### src/rtl/b2da_pkg.sv
// Package for the binary to decimal ASCII converter.
// Holds shared constants, the controller state type and the command/status structs.
// No dependencies.
package b2da_pkg;

   // Default width of the converted word
   localparam int VALUE_WIDTH_DEF = 32;

   // Fixed field widths of the channel words
   localparam int IN_WIDTH   = 32;
   localparam int CHAR_WIDTH = 8;

   // ASCII codes
   localparam logic [CHAR_WIDTH-1:0] CHAR_ZERO  = 8'h30;
   localparam logic [CHAR_WIDTH-1:0] CHAR_MINUS = 8'h2D;

   // Controller states
   typedef enum logic [2:0] {
      ST_IDLE,
      ST_CONV,
      ST_TRIM,
      ST_SIGN,
      ST_EMIT
   } state_type;

   // Controller to datapath commands
   typedef struct packed {
      logic load;       // capture a new word and clear the digit register
      logic shift;      // one shift-and-add-3 step
      logic trim;       // drop a leading zero digit
      logic next_digit; // advance to the next output digit
      logic sel_sign;   // present the minus sign as the output character
   } cmd_type;

   // Datapath to controller status
   typedef struct packed {
      logic conv_done;   // all bits shifted in
      logic top_zero;    // top digit is zero
      logic more_digits; // more than one digit remains
      logic neg;         // value is negative
   } status_type;

endpackage

### src/rtl/b2da_req_if.sv
// Request channel interface of the binary to decimal ASCII converter.
// Depends on b2da_pkg for field widths.
interface b2da_req_if;
   logic                          valid;
   logic                          ready;
   logic [b2da_pkg::IN_WIDTH-1:0] value_bits;
   logic                          signed_mode;

   modport source (output valid, output value_bits, output signed_mode, input ready);
   modport sink (input valid, input value_bits, input signed_mode, output ready);
endinterface

### src/rtl/b2da_rsp_if.sv
// Response channel interface of the binary to decimal ASCII converter.
// Depends on b2da_pkg for field widths.
interface b2da_rsp_if;
   logic                            valid;
   logic                            ready;
   logic [b2da_pkg::CHAR_WIDTH-1:0] out_char;
   logic                            last_char;

   modport source (output valid, output out_char, output last_char, input ready);
   modport sink (input valid, input out_char, input last_char, output ready);
endinterface

### src/rtl/binary_to_decimal_ascii.sv
// Binary to decimal ASCII converter. One request word carries a VALUE_WIDTH-bit value
// (from the 32-bit value_bits field) and a signed_mode flag; the block answers with the
// decimal text, most significant character first, one character per response word, a
// leading '-' for negative signed values, no leading zeros, and last_char set on the final
// digit. One word is converted at a time: after acceptance the shift-and-add-3 loop runs
// over all VALUE_WIDTH bits, then each leading zero digit (up to
// floor(VALUE_WIDTH*log10(2)) of them) is dropped, and then each character is presented
// and held until the response handshake accepts it. The next request is taken in the
// cycle after the last character of the previous one has been accepted.
// Depends on b2da_pkg, b2da_req_if, b2da_rsp_if, b2da_ctrl and b2da_dp.
module binary_to_decimal_ascii #(
   parameter int VALUE_WIDTH = b2da_pkg::VALUE_WIDTH_DEF
) (
   input logic        clock,
   input logic        reset,
   b2da_req_if.sink   req,
   b2da_rsp_if.source rsp
);

   b2da_pkg::cmd_type    cmd;
   b2da_pkg::status_type status;
   logic                 last_digit;

   // Sequencer
   b2da_ctrl u_ctrl (
      .clock      (clock),
      .reset      (reset),
      .req_valid  (req.valid),
      .req_ready  (req.ready),
      .rsp_valid  (rsp.valid),
      .rsp_ready  (rsp.ready),
      .last_digit (last_digit),
      .status     (status),
      .cmd        (cmd)
   );

   // Conversion datapath
   b2da_dp #(
      .VALUE_WIDTH (VALUE_WIDTH)
   ) u_dp (
      .clock       (clock),
      .cmd         (cmd),
      .value_bits  (req.value_bits),
      .signed_mode (req.signed_mode),
      .status      (status),
      .last_digit  (last_digit),
      .out_char    (rsp.out_char),
      .last_char   (rsp.last_char)
   );

endmodule

### src/rtl/b2da_ctrl.sv
// Controller of the binary to decimal ASCII converter.
// Sequences load, conversion, leading-zero drop and character output.
// Depends on b2da_pkg.
module b2da_ctrl (
   input  logic                 clock,
   input  logic                 reset,
   input  logic                 req_valid,
   output logic                 req_ready,
   output logic                 rsp_valid,
   input  logic                 rsp_ready,
   input  logic                 last_digit,
   input  b2da_pkg::status_type status,
   output b2da_pkg::cmd_type    cmd
);

   b2da_pkg::state_type state_ff;
   b2da_pkg::state_type state_in;

   // State register
   always_ff @(posedge clock) begin
      if (reset) begin
         state_ff <= b2da_pkg::ST_IDLE;
      end else begin
         state_ff <= state_in;
      end
   end

   // Next state and commands
   always_comb begin
      state_in  = state_ff;
      cmd       = '0;
      req_ready = 1'b0;
      rsp_valid = 1'b0;
      case (state_ff)
         b2da_pkg::ST_IDLE: begin
            req_ready = 1'b1;
            if (req_valid) begin
               cmd.load = 1'b1;
               state_in = b2da_pkg::ST_CONV;
            end
         end
         b2da_pkg::ST_CONV: begin
            if (status.conv_done) begin
               state_in = b2da_pkg::ST_TRIM;
            end else begin
               cmd.shift = 1'b1;
            end
         end
         b2da_pkg::ST_TRIM: begin
            if (status.top_zero && status.more_digits) begin
               cmd.trim = 1'b1;
            end else if (status.neg) begin
               state_in = b2da_pkg::ST_SIGN;
            end else begin
               state_in = b2da_pkg::ST_EMIT;
            end
         end
         b2da_pkg::ST_SIGN: begin
            rsp_valid    = 1'b1;
            cmd.sel_sign = 1'b1;
            if (rsp_ready) begin
               state_in = b2da_pkg::ST_EMIT;
            end
         end
         b2da_pkg::ST_EMIT: begin
            rsp_valid = 1'b1;
            if (rsp_ready) begin
               if (last_digit) begin
                  state_in = b2da_pkg::ST_IDLE;
               end else begin
                  cmd.next_digit = 1'b1;
               end
            end
         end
         default: begin
            state_in = b2da_pkg::ST_IDLE;
         end
      endcase
   end

endmodule

### src/rtl/b2da_dp.sv
// Datapath of the binary to decimal ASCII converter.
// Magnitude shift register, packed BCD digit register and counters.
// Depends on b2da_pkg.
module b2da_dp #(
   parameter int VALUE_WIDTH = b2da_pkg::VALUE_WIDTH_DEF
) (
   input  logic                            clock,
   input  b2da_pkg::cmd_type               cmd,
   input  logic [b2da_pkg::IN_WIDTH-1:0]   value_bits,
   input  logic                            signed_mode,
   output b2da_pkg::status_type            status,
   output logic                            last_digit,
   output logic [b2da_pkg::CHAR_WIDTH-1:0] out_char,
   output logic                            last_char
);

   // Decimal digits needed for the largest word: floor(W*log10(2)) + 1
   localparam int NUM_DIGITS = (VALUE_WIDTH * 1233) / 4096 + 1;
   localparam int BCD_WIDTH  = 4 * NUM_DIGITS;
   localparam int BIT_CNT_W  = $clog2(VALUE_WIDTH + 1);
   localparam int DIG_CNT_W  = $clog2(NUM_DIGITS + 1);

   logic [VALUE_WIDTH-1:0] word;
   logic [VALUE_WIDTH-1:0] mag;
   logic                   neg;
   logic [BCD_WIDTH-1:0]   bcd_adj;

   logic [VALUE_WIDTH-1:0] bin_ff, bin_in;
   logic [BCD_WIDTH-1:0]   bcd_ff, bcd_in;
   logic                   neg_ff, neg_in;
   logic [BIT_CNT_W-1:0]   bit_cnt_ff, bit_cnt_in;
   logic [DIG_CNT_W-1:0]   dig_cnt_ff, dig_cnt_in;

   // Fit the input word to the working width
   generate
      if (VALUE_WIDTH > b2da_pkg::IN_WIDTH) begin : g_wide
         assign word = {{(VALUE_WIDTH - b2da_pkg::IN_WIDTH){1'b0}}, value_bits};
      end else if (VALUE_WIDTH == b2da_pkg::IN_WIDTH) begin : g_equal
         assign word = value_bits;
      end else begin : g_narrow
         assign word = value_bits[VALUE_WIDTH-1:0];
      end
   endgenerate

   // Sign and magnitude; the most negative value wraps to its unsigned magnitude
   assign neg = signed_mode & word[VALUE_WIDTH-1];
   assign mag = neg ? (~word + 1'b1) : word;

   // Add 3 to every digit of 5 or more before the shift
   always_comb begin
      for (int d = 0; d < NUM_DIGITS; d++) begin
         if (bcd_ff[4*d +: 4] >= 4'd5) begin
            bcd_adj[4*d +: 4] = bcd_ff[4*d +: 4] + 4'd3;
         end else begin
            bcd_adj[4*d +: 4] = bcd_ff[4*d +: 4];
         end
      end
   end

   // Register updates by command
   always_comb begin
      bin_in     = bin_ff;
      bcd_in     = bcd_ff;
      neg_in     = neg_ff;
      bit_cnt_in = bit_cnt_ff;
      dig_cnt_in = dig_cnt_ff;
      if (cmd.load) begin
         bin_in     = mag;
         bcd_in     = '0;
         neg_in     = neg;
         bit_cnt_in = BIT_CNT_W'(VALUE_WIDTH);
         dig_cnt_in = DIG_CNT_W'(NUM_DIGITS);
      end else if (cmd.shift) begin
         bcd_in     = {bcd_adj[BCD_WIDTH-2:0], bin_ff[VALUE_WIDTH-1]};
         bin_in     = {bin_ff[VALUE_WIDTH-2:0], 1'b0};
         bit_cnt_in = bit_cnt_ff - 1'b1;
      end else if (cmd.trim || cmd.next_digit) begin
         bcd_in     = {bcd_ff[BCD_WIDTH-5:0], 4'd0};
         dig_cnt_in = dig_cnt_ff - 1'b1;
      end
   end

   always_ff @(posedge clock) begin
      bin_ff     <= bin_in;
      bcd_ff     <= bcd_in;
      neg_ff     <= neg_in;
      bit_cnt_ff <= bit_cnt_in;
      dig_cnt_ff <= dig_cnt_in;
   end

   // Status back to the controller
   assign status.conv_done   = (bit_cnt_ff == '0);
   assign status.top_zero    = (bcd_ff[BCD_WIDTH-1 -: 4] == 4'd0);
   assign status.more_digits = (dig_cnt_ff > DIG_CNT_W'(1));
   assign status.neg         = neg_ff;
   assign last_digit         = (dig_cnt_ff == DIG_CNT_W'(1));

   // Output word from the top digit or the sign
   assign out_char  = cmd.sel_sign ? b2da_pkg::CHAR_MINUS
                                   : (b2da_pkg::CHAR_ZERO
                                      | {4'd0, bcd_ff[BCD_WIDTH-1 -: 4]});
   assign last_char = ~cmd.sel_sign & last_digit;

endmodule
### src/flat_wrapper.sv
// flat-port wrapper written by rule: the top's interface ports become plain ports
module binary_to_decimal_ascii_flat 
#(
   parameter int VALUE_WIDTH = b2da_pkg::VALUE_WIDTH_DEF
)
  (clock, reset, req_valid, req_value_bits, req_signed_mode, req_ready, rsp_valid, rsp_out_char, rsp_last_char, rsp_ready);
  b2da_req_if req_i ();
  b2da_rsp_if rsp_i ();
  input logic clock;
  input logic reset;
  input wire logic [$bits(req_i.valid)-1:0] req_valid;
  input wire logic [$bits(req_i.value_bits)-1:0] req_value_bits;
  input wire logic [$bits(req_i.signed_mode)-1:0] req_signed_mode;
  output wire logic [$bits(req_i.ready)-1:0] req_ready;
  output wire logic [$bits(rsp_i.valid)-1:0] rsp_valid;
  output wire logic [$bits(rsp_i.out_char)-1:0] rsp_out_char;
  output wire logic [$bits(rsp_i.last_char)-1:0] rsp_last_char;
  input wire logic [$bits(rsp_i.ready)-1:0] rsp_ready;
  assign req_i.valid = req_valid;
  assign req_i.value_bits = req_value_bits;
  assign req_i.signed_mode = req_signed_mode;
  assign req_ready = req_i.ready;
  assign rsp_valid = rsp_i.valid;
  assign rsp_out_char = rsp_i.out_char;
  assign rsp_last_char = rsp_i.last_char;
  assign rsp_i.ready = rsp_ready;
  binary_to_decimal_ascii #(.VALUE_WIDTH(VALUE_WIDTH)) u_core (.clock(clock), .reset(reset), .req(req_i), .rsp(rsp_i));
endmodule
### config.mk
export PLATFORM = sky130hd
export DESIGN_NAME = binary_to_decimal_ascii_flat
export DESIGN_NICKNAME = d
export VERILOG_FILES = /design/src/rtl/b2da_pkg.sv /design/src/rtl/b2da_req_if.sv /design/src/rtl/b2da_rsp_if.sv /design/src/rtl/binary_to_decimal_ascii.sv /design/src/rtl/b2da_ctrl.sv /design/src/rtl/b2da_dp.sv /design/src/flat_wrapper.sv
export SDC_FILE = /design/constraint.sdc
export NUM_CORES = 1
export LEC_CHECK = 0
export ABC_AREA = 1
export ABC_CLOCK_PERIOD_IN_PS = 2400
export BUFFER_PORTS_ARGS = -buffer_cell sky130_fd_sc_hd__buf_2
export CAP_MARGIN = 20
export CORE_MARGIN = 2
export CORE_UTILIZATION = 40
export DETAILED_ROUTE_END_ITERATION = 8
export HOLD_SLACK_MARGIN = 0.12
export PLACE_DENSITY = 0.57
export SETUP_SLACK_MARGIN = 0.3
export SLEW_MARGIN = 15
export SYNTH_ARGS = -nofsm -noshare
export SYNTH_HDL_FRONTEND = slang
export SYNTH_SLANG_ARGS = --single-unit
### constraint.sdc
create_clock -name clock -period 2.4 [get_ports clock]
set_input_delay 0.48 -clock clock [delete_from_list [all_inputs] [get_ports clock]]
set_output_delay 0.48 -clock clock [all_outputs]
set_load 0.02 [all_outputs]
==> flow_metrics.tcl, run 1 <==
set metrics [dict create \
    outcome "complete, no violations" \
    grt_pass1_wl_um 21300 \
    cap_violations 0 \
    power_switching_mw 2.39 \
    path_max_fanout 5 \
    finalClockSkew_ns 0.0103 \
    drt_iter0_markers 289 \
    tns_ns 0 \
    required_ns 1.92 \
    crit_chain "inv_2, nor3_2, or2_2, buf_2" \
    antenna_found_initial 0 \
    leakage_nw 2.93 \
    drcViolationCount 0 \
    via_per_inst 4.85 \
    drive_above_1_share 0.101 \
    synth_seq_cells 86 \
    switching_share 0.397 \
    n_antenna_cell 0 \
    async_flop_share 0 \
    maxSlewViolCount 0 \
    die_h_um 124 \
    power_mw 6.03 \
    slowest_stage "dfxtp_1" \
    arrival_ns 1.42 \
    synthXorXnorAreaFrac 0.0441 \
    wirelength_um 12600 \
    ir_drop_mv 0.526 \
    gp_congestion 0.819 \
    synth-simple-area-share 0.342 \
    yosysWarnings 0 \
    root_buffer "clkbuf_16" \
    dpl-instance-area_um2 6130 \
    end_kind "primary output" \
    hp-class "in2reg" \
    cts_max_level 3 \
    synth_top_family_by_area "simple AND/OR/NAND/NOR gates" \
    first_pass_iters 5 \
    slowest_delay_ns 0.47 \
    cts_buffers 9 \
    synth_edf_count 33 \
    syn_inst 850 \
    fmax_mhz 526 \
    pin_count 48 \
    setup_viol 0 \
    syn_to_final_growth_pct 11.7 \
    yosys_most_used_dff "dfxtp_1" \
    finalCriticalPeriod_ns 1.90 \
    hpwl_um 9130 \
    dieArea_um2 15400 \
    post_drt_wl_per_cell_um 11.8 \
    fillers 1493 \
    hold_viol 0 \
    avgSynthCellArea_um2 6.77 \
    start_util 0.411 \
    path_delay_family "flip-flops" \
    grt_start_max_net_pins 43 \
    post_cts_buffers 0 \
    maxSlewHeadroom 0.580 \
    grt.overflow.total 0 \
    portBuffers 44 \
    cts_tree "yes" \
    rsz0062_at_grt "false" \
    coreArea_um2 14000 \
    die_w_um 124 \
    stdcell_area_um2 6420 \
    period_share 0.792 \
    synth_fa_ha_area_frac 0.0565 \
    cts_buffer_depth 2 \
    first_global_vias 4645 \
    clock_power_share 0.225 \
    clk_pin_slew_ns 0.06 \
    clk_latency_ns 0.34 \
    synth_compound_gate_area_share 0.107 \
    vias 5199 \
    ant_nets 0 \
    seq_power_share 0.390 \
    synth-seq-area-share 0.357 \
    core.rowCount 43 \
    synth.distinct_cells 35 \
    p_int_mw 3.64 \
    synthesis.area_um2 5750 \
    fin_nets 949 \
    synth.area.mux_share 0 \
    final_core_util 0.459 \
    start_kind "register" \
    worst_slew_pin_slew_ns 0.624 \
    criticalPathCategory "reg2out" \
    clock_sinks 86 \
    grt_usage 0.174 \
    cellPowerDensity_nw_per_um2 938 \
    p_comb_frac 0.385 \
    path_buf_inv 2 \
]
## final cells by class
type	instances	area [µm²]	area share
Tap cell	180	225	0.0351
Sequential cell	86	2050	0.319
Multi-Input combinational cell	643	3190	0.497
Inverter	91	344	0.0536
Timing Repair Buffer	55	328	0.0510
Clock buffer	11	233	0.0362
Clock inverter	5	50.0	0.00779
## synthesized netlist by cell type, types with 6 or more instances
| cell type | n | area [µm²] |
|---|---|---|
| inv_1 | 85 | 319 |
| o211ai_1 | 7 | 52.6 |
| nand2_1 | 256 | 961 |
| xor2_1 | 23 | 201 |
| nand4_1 | 16 | 100 |
| a21oi_1 | 46 | 230 |
| clkbuf_1 | 7 | 26.3 |
| o21ai_0 | 60 | 300 |
| edfxtp_1 | 33 | 991 |
| nand3_1 | 65 | 325 |
| xnor2_1 | 6 | 52.6 |
| nor3_1 | 6 | 30.0 |
| nor2_1 | 104 | 390 |
| dfxtp_1 | 53 | 1060 |
| buf_2 | 13 | 65.1 |
| ha_1 | 26 | 325 |
## metal layers
layer  up-vias  routed length, µm  GRT usage  share of wire
met1      2295               6490      0.230           0.51
met2        75               5670      0.289           0.45
met4         0                141     0.0569          0.011
met3        10                344     0.0284          0.027
li1       2819                  -          -              -
met5         -                  0          0              0
## kinds of logic (layout without fill, tap and decap cells)
kind of cell / after synthesis / after routing
AOI/OAI and AO/OA: 119 / 119
buffers and inverters: 122 / 162
adders and majority gates: 26 / 26
xor gates and xnor gates: 29 / 29
DFF: 86 / 86
other: 2 / 3
and+or+nand+nor: 466 / 466
## sequential cells by signal (all words and copies together) (netlist names)
name / flops
u_core.u_ctrl.state_ff: 3
u_core.u_dp.bcd_ff: 40
u_core.u_dp.bin_ff: 32
u_core.u_dp.bit_cnt_ff: 6
u_core.u_dp.dig_cnt_ff: 4
u_core.u_dp.neg_ff: 1
## path summary, 6_finish.rpt
check	from	endpoint	slack, ns	cells past startpoint
setup / recovery	u_core.u_ctrl.state_ff[2]	rsp_valid	0.50	4
hold / removal	reset	u_core.u_ctrl.state_ff[2]	0.41	4
setup reg to reg	u_core.u_dp.dig_cnt_ff[0]	u_core.u_dp.bcd_ff[21]	0.51	10
hold reg to reg	u_core.u_dp.bit_cnt_ff[5]	u_core.u_dp.bit_cnt_ff[5]	0.47	2
## power groups by stage
stage | sequential [mW] | combinational, mW | clock [mW]
floorplan | 2.32 | 1.81 | 0
global placement | 2.37 | 2.35 | 0
detailed placement | 2.37 | 2.35 | 0
CTS | 2.35 | 2.36 | 1.40
global route | 2.40 | 2.64 | 1.45
finish | 2.35 | 2.32 | 1.36
## repair_timing
action	4_1_cts	5_1_grt
cloned	0	0
resized for setup	1	2
hold buffers	0	0
endpoints found under the setup margin	3	16
## per-stage QoR
step,std cells,setup slack [ns],hold slack (ns)
CTS,1071,0.376,0.398
detailed placement,1055,0.303,0.460
floorplan,851,0.496,0.434
finish,1071,0.499,0.411
global route,1071,0.313,0.419
global placement,1055,0.343,0.455
## placed cells by master, fill, tap and decap left out, types with 3 or more instances in the layout
cell,instances
o21ai_0,59
nand2_2,3
xnor2_1,6
o21ai_1,4
inv_1,85
a21oi_1,46
o211ai_1,7
buf_4,9
conb_1,3
nor3_1,5
and2_1,3
clkbuf_16,9
buf_2,44
nand3_1,65
nand2_1,254
nand4_1,16
xor2_1,23
dfxtp_1,53
nor2_2,3
inv_2,5
or2_2,3
ha_1,26
nor2_1,104
edfxtp_1,33
## worst reg2reg max path, cell delays in order (launching register included)
cell and delay (ns):
dfxtp_1 0.35, inv_1 0.08, ha_1 0.23, o21ai_1 0.23
nand2_4 0.12, nand2_8 0.18, inv_4 0.11, nand2_4 0.25
nor2_1 0.07, nor2_1 0.11, nor2_1 0.04
Note: power is estimated with default switching activity, not from simulation.
==> run 2: changes to the inputs <==
--- a/config.mk
+++ b/config.mk
@@ -6,7 +6,7 @@
 export NUM_CORES = 1
 export LEC_CHECK = 0
 export ABC_AREA = 1
-export ABC_CLOCK_PERIOD_IN_PS = 2400
+export ABC_CLOCK_PERIOD_IN_PS = 1780
 export BUFFER_PORTS_ARGS = -buffer_cell sky130_fd_sc_hd__buf_2
 export CAP_MARGIN = 20
 export CORE_MARGIN = 2
==> constraint.sdc (replaced) <==
create_clock -name clock -period 1.78 [get_ports clock]
set_input_delay 0.356 -clock clock [delete_from_list [all_inputs] [get_ports clock]]
set_output_delay 0.356 -clock clock [all_outputs]
set_load 0.02 [all_outputs]
==> flow_metrics.tcl, run 2 (synthesis gave the netlist of run 1 again) <==
set metrics [dict create \
    grt_pass1_wl_um 23500 \
    pin_count 48 \
    leakage_nw 3.53 \
    die_h_um 124 \
    hold_viol 0 \
    worstSetupEndpoint "rsp_valid" \
    drive_above_1_share 0.286 \
    rsz0062_at_grt "true" \
    syn_to_final_growth_pct 36.5 \
    clock_sinks 86 \
    first_global_vias 4992 \
    power_switching_mw 4.36 \
    drcViolationCount 0 \
    core.rowCount 43 \
    switching_share 0.392 \
    post_drt_wl_per_cell_um 13.6 \
    dpl-instance-area_um2 6340 \
    seq_power_share 0.291 \
    clock_power_share 0.182 \
    finalCriticalPeriod_ns 1.71 \
    clk_pin_slew_ns 0.06 \
    antenna_found_initial 0 \
    cellPowerDensity_nw_per_um2 1410 \
    die_w_um 124 \
    fmax_mhz 586 \
    coreArea_um2 14000 \
    maxSlewViolCount 0 \
    p_comb_frac 0.527 \
    period_share 0.959 \
    outcome "complete, no violations" \
    stdcell_area_um2 7860 \
    r2r_cells 10 \
    dieArea_um2 15400 \
    finalClockSkew_ns 0.00479 \
    reg2reg_slack_ns 0.12 \
    hpwl_um 9420 \
    n_antenna_cell 0 \
    maxSlewHeadroom 0.570 \
    dp_cells 1071 \
    largest_reg_flops 40 \
    wirelength_um 15300 \
    grt.overflow.total 0 \
    ant_nets 0 \
    vias 5583 \
    end_kind "primary output" \
    setup_viol 0 \
    path_max_fanout 5 \
    start_util 0.411 \
    cts_max_level 3 \
    cts_buffers 9 \
    criticalPathCategory "reg2out" \
    regMostFlops "u_core.u_dp.bcd_ff" \
    start_kind "register" \
    grt_usage 0.194 \
    cap_violations 0 \
    cp-startpoint "u_core.u_ctrl.state_ff[0]" \
    r2r_end "u_core.u_ctrl.state_ff[1]" \
    via_per_inst 4.95 \
    hp-class "in2reg" \
    power_mw 11.1 \
    rr_startpoint "u_core.u_dp.bit_cnt_ff[0]" \
    cts_buffer_depth 2 \
    drt_iter0_markers 291 \
    first_pass_iters 5 \
    top_regs "u_core.u_dp.bcd_ff x40, u_core.u_dp.bin_ff x32, u_core.u_dp.bit_cnt_ff x6" \
    fin_nets 1007 \
    instances_no_fill 1129 \
    arrival_ns 1.35 \
    layout_common_cells "nand2_1, nor2_1, inv_1" \
    required_ns 1.42 \
    grt_start_max_net_pins 43 \
    ctsHoldBuffers 0 \
    cts_tree "yes" \
    root_buffer "clkbuf_16" \
    worst_slew_pin_slew_ns 0.639 \
    final_common_cell "nand2_1" \
    ir_drop_mv 0.837 \
    clk_latency_ns 0.35 \
    p_int_mw 6.76 \
    gp_congestion 0.907 \
    portBuffers 44 \
]
-- run 2: area by class of cell --
type	count	area, µm²
clock buffers	13	280
clock inverters	3	40.0
fillers	1340	6130
inverters	91	362
multi-input cells	646	3760
flip-flops and latches	86	2080
well taps	180	225
repair buffers	109	1100
repair inverters	1	7.51
-- run 2: how the worst min path moves through the flow --
stage                                         start                   endpoint  slack (ns)  cells past startpoint
after floorplan           u_core.u_dp.bit_cnt_ff[5]  u_core.u_dp.bit_cnt_ff[5]        0.43                      2
after global placement    u_core.u_dp.dig_cnt_ff[3]  u_core.u_dp.dig_cnt_ff[3]        0.45                      1
after detailed placement  u_core.u_dp.dig_cnt_ff[3]  u_core.u_dp.dig_cnt_ff[3]        0.46                      1
after CTS                                     reset  u_core.u_ctrl.state_ff[2]        0.26                      4
after global routing                          reset  u_core.u_ctrl.state_ff[2]        0.31                      4
final                                         reset  u_core.u_ctrl.state_ff[2]        0.26                      4
-- run 2: critical path, cell delays in order, from the launching register on --
cell and delay [ns]:
dfxtp_2 0.36, inv_2 0.05, buf_6 0.12, nor3_4 0.19, or2_4 0.17, buf_6 0.10
-- run 2: per-stage QoR --
stage / hold slack [ns] / setup TNS, ns / util / worst slack, ns
after floorplan: 0.434 / 0 / - / 0.274
after global placement: 0.454 / 0 / 0.453 / 0.0207
after detailed placement: 0.457 / 0 / 0.453 / 0.0143
after CTS: 0.259 / 0 / 0.511 / 0.0882
after global routing: 0.309 / -0.00735 / 0.562 / -0.00365
final: 0.259 / 0 / 0.562 / 0.0723
-- run 2: what timing repair did --
action	4_1_cts	5_1_grt
cloned	6	7
pin swaps	25	48
resized for setup	66	139
setup buffers	17	12
endpoints found under the hold margin	0	0
endpoints found under the setup margin	122	107
-- run 2: routing by layer --
| metal | wire length, µm | vias up | global-route usage |
|---|---|---|---|
| li1 | - | 2935 | - |
| met4 | 227 | 0 | 0.0513 |
| met5 | 0 | - | 0 |
| met3 | 518 | 18 | 0.0417 |
| met1 | 7000 | 2534 | 0.254 |
| met2 | 7580 | 96 | 0.325 |
-- run 2: power by group through the flow --
stage	registers (mW)	logic (mW)	clock network, mW
6_report	3.24	5.86	2.02
5_1_grt	3.31	6.36	2.14
4_1_cts	3.18	4.71	2.07
3_5_place_dp	3.19	3.46	0
3_3_place_gp	3.19	3.46	0
2_1_floorplan	3.12	2.56	0
==> run 3: changes to the inputs <==
--- a/config.mk
+++ b/config.mk
@@ -6,14 +6,15 @@
 export NUM_CORES = 1
 export LEC_CHECK = 0
 export ABC_AREA = 1
-export ABC_CLOCK_PERIOD_IN_PS = 1780
+export ABC_CLOCK_PERIOD_IN_PS = 2100
 export BUFFER_PORTS_ARGS = -buffer_cell sky130_fd_sc_hd__buf_2
 export CAP_MARGIN = 20
 export CORE_MARGIN = 2
-export CORE_UTILIZATION = 40
+export CORE_UTILIZATION = 55
+export CTS_BUF_LIST = sky130_fd_sc_hd__clkbuf_16
 export DETAILED_ROUTE_END_ITERATION = 8
 export HOLD_SLACK_MARGIN = 0.12
-export PLACE_DENSITY = 0.57
+export PLACE_DENSITY = 0.74
 export SETUP_SLACK_MARGIN = 0.3
 export SLEW_MARGIN = 15
 export SYNTH_ARGS = -nofsm -noshare
==> constraint.sdc (replaced) <==
create_clock -name clock -period 2.1 [get_ports clock]
set_input_delay 0.42 -clock clock [delete_from_list [all_inputs] [get_ports clock]]
set_output_delay 0.42 -clock clock [all_outputs]
set_load 0.02 [all_outputs]
==> flow_metrics.tcl, run 3 (synthesis gave the netlist of run 1 again) <==
set metrics [dict create \
    drive_above_1_share 0.132 \
    dieArea_um2 11300 \
    hpwl_um 9380 \
    start_util 0.562 \
    slowest_delay_ns 0.35 \
    cp-startpoint "u_core.u_ctrl.state_ff[0]" \
    antenna_found_initial 0 \
    rr_startpoint "u_core.u_dp.dig_cnt_ff[0]" \
    maxSlewViolCount 0 \
    first_pass_iters 5 \
    cap_violations 0 \
    clock_sinks 86 \
    start_kind "register" \
    dpl-instance-area_um2 6100 \
    register_area_um2 2060 \
    end_kind "primary output" \
    period_share 0.832 \
    portBuffers 44 \
    n_antenna_cell 0 \
    clk_pin_slew_ns 0.06 \
    largest_reg_flops 40 \
    path_buf_inv 4 \
    coreArea_um2 10200 \
    crit_chain "inv_2, nor3_2, buf_4, inv_1, nand2_1, buf_2" \
    stdcell_area_um2 6630 \
    criticalPathCategory "reg2out" \
    root_buffer "clkbuf_16" \
    setup_viol 0 \
    fmax_mhz 572 \
    reg2reg_slack_ns 0.40 \
    die_w_um 106 \
    fin_nets 964 \
    top_regs "u_core.u_dp.bcd_ff x40, u_core.u_dp.bin_ff x32, u_core.u_dp.bit_cnt_ff x6" \
    cellPowerDensity_nw_per_um2 1130 \
    leakage_nw 3.05 \
    cts_buffer_depth 2 \
    cts_tree "yes" \
    rsz0062_at_grt "true" \
    arrival_ns 1.33 \
    slowest_stage "dfxtp_2" \
    ctsHoldBuffers 0 \
    gp_congestion 0.947 \
    grt_usage 0.238 \
    hp-class "in2reg" \
    path_delay_family "buffers and inverters" \
    drt_iter0_markers 298 \
    die_h_um 106 \
    wirelength_um 13100 \
    worstHoldStart "reset" \
    hold_viol 0 \
    finalClockSkew_ns 0.00920 \
    multi_input_comb_area_um2 3240 \
    r2r_end "u_core.u_dp.bcd_ff[0]" \
    tns_ns 0 \
    post_drt_wl_per_cell_um 12.6 \
    crit_cells 6 \
    finalCriticalPeriod_ns 1.75 \
    path_max_fanout 5 \
    required_ns 1.68 \
    core.rowCount 37 \
    clk_latency_ns 0.33 \
    cts_buffers 9 \
    ir_drop_mv 0.730 \
    first_global_vias 5113 \
    via_per_inst 5.28 \
    vias 5498 \
    r2r_cells 11 \
    fillers 915 \
    cts_max_level 3 \
    drcViolationCount 0 \
    final_common_cell "nand2_1" \
    layout_common_cells "nand2_1, nor2_1, inv_1" \
    outcome "complete, no violations" \
    syn_to_final_growth_pct 15.2 \
    worstSetupEndpoint "rsp_out_char[0]" \
    grt_start_max_net_pins 43 \
    regMostFlops "u_core.u_dp.bcd_ff" \
    pin_count 48 \
    grt.overflow.total 0 \
    ant_nets 0 \
    grt_pass1_wl_um 22300 \
]
run 3: worst min path at each step:
stage                                     end  slack, ns  depth (start not counted)
floorplan           u_core.u_dp.bit_cnt_ff[5]       0.43                          2
global placement    u_core.u_dp.bit_cnt_ff[5]       0.45                          2
detailed placement  u_core.u_dp.dig_cnt_ff[3]       0.46                          1
CTS                 u_core.u_ctrl.state_ff[0]       0.34                          4
global route        u_core.u_ctrl.state_ff[1]       0.37                          4
finish              u_core.u_ctrl.state_ff[1]       0.34                          4
run 3: power breakdown:
group	internal (mW)	switching, mW	leakage [nW]
Combinational	1.18	2.05	2.16
Sequential	2.45	0.253	0.752
Clock	0.913	0.645	0.140
run 3: what timing repair did:
item,4_1_cts,5_1_grt
hold endpoints to repair,0,0
setup buffers,1,9
resized for setup,7,25
endpoints found under the setup margin,40,83
pin swaps,0,4
cloned,0,2
run 3: through the flow:
stage          hold slack [ns]  setup slack [ns]   util  power, mW  cells
3_3_place_gp             0.448             0.133  0.597       5.28   1014
3_5_place_dp             0.459            0.0789  0.597       5.42   1014
6_report                 0.343             0.353  0.648       7.49   1042
4_1_cts                  0.338             0.289  0.628       7.05   1031
2_1_floorplan            0.434             0.377      -       4.72    851
5_1_grt                  0.369             0.259  0.648       7.99   1042
run 3: final cells by class:
| class | instances | area share |
|---|---|---|
| Clock buffer | 9 | 0.0340 |
| Clock inverter | 7 | 0.0100 |
| Inverter | 91 | 0.0527 |
| Multi-Input combinational cell | 643 | 0.488 |
| Sequential cell | 86 | 0.311 |
| Tap cell | 136 | 0.0257 |
| Timing Repair Buffer | 70 | 0.0782 |
run 3: routing by layer:
metal,share of wire,track usage,routed length (µm),vias to the layer above
met5,0,0,0,-
met4,0.017,0.0836,222,0
met2,0.49,0.420,6410,130
met1,0.45,0.300,5900,2506
li1,-,-,-,2838
met3,0.042,0.0282,553,24
run 3: worst min-delay path: cells and delay by family:
family / cells / cell delay (ns)
buf+inv: 2 / 0.13
simple gates: 2 / 0.10
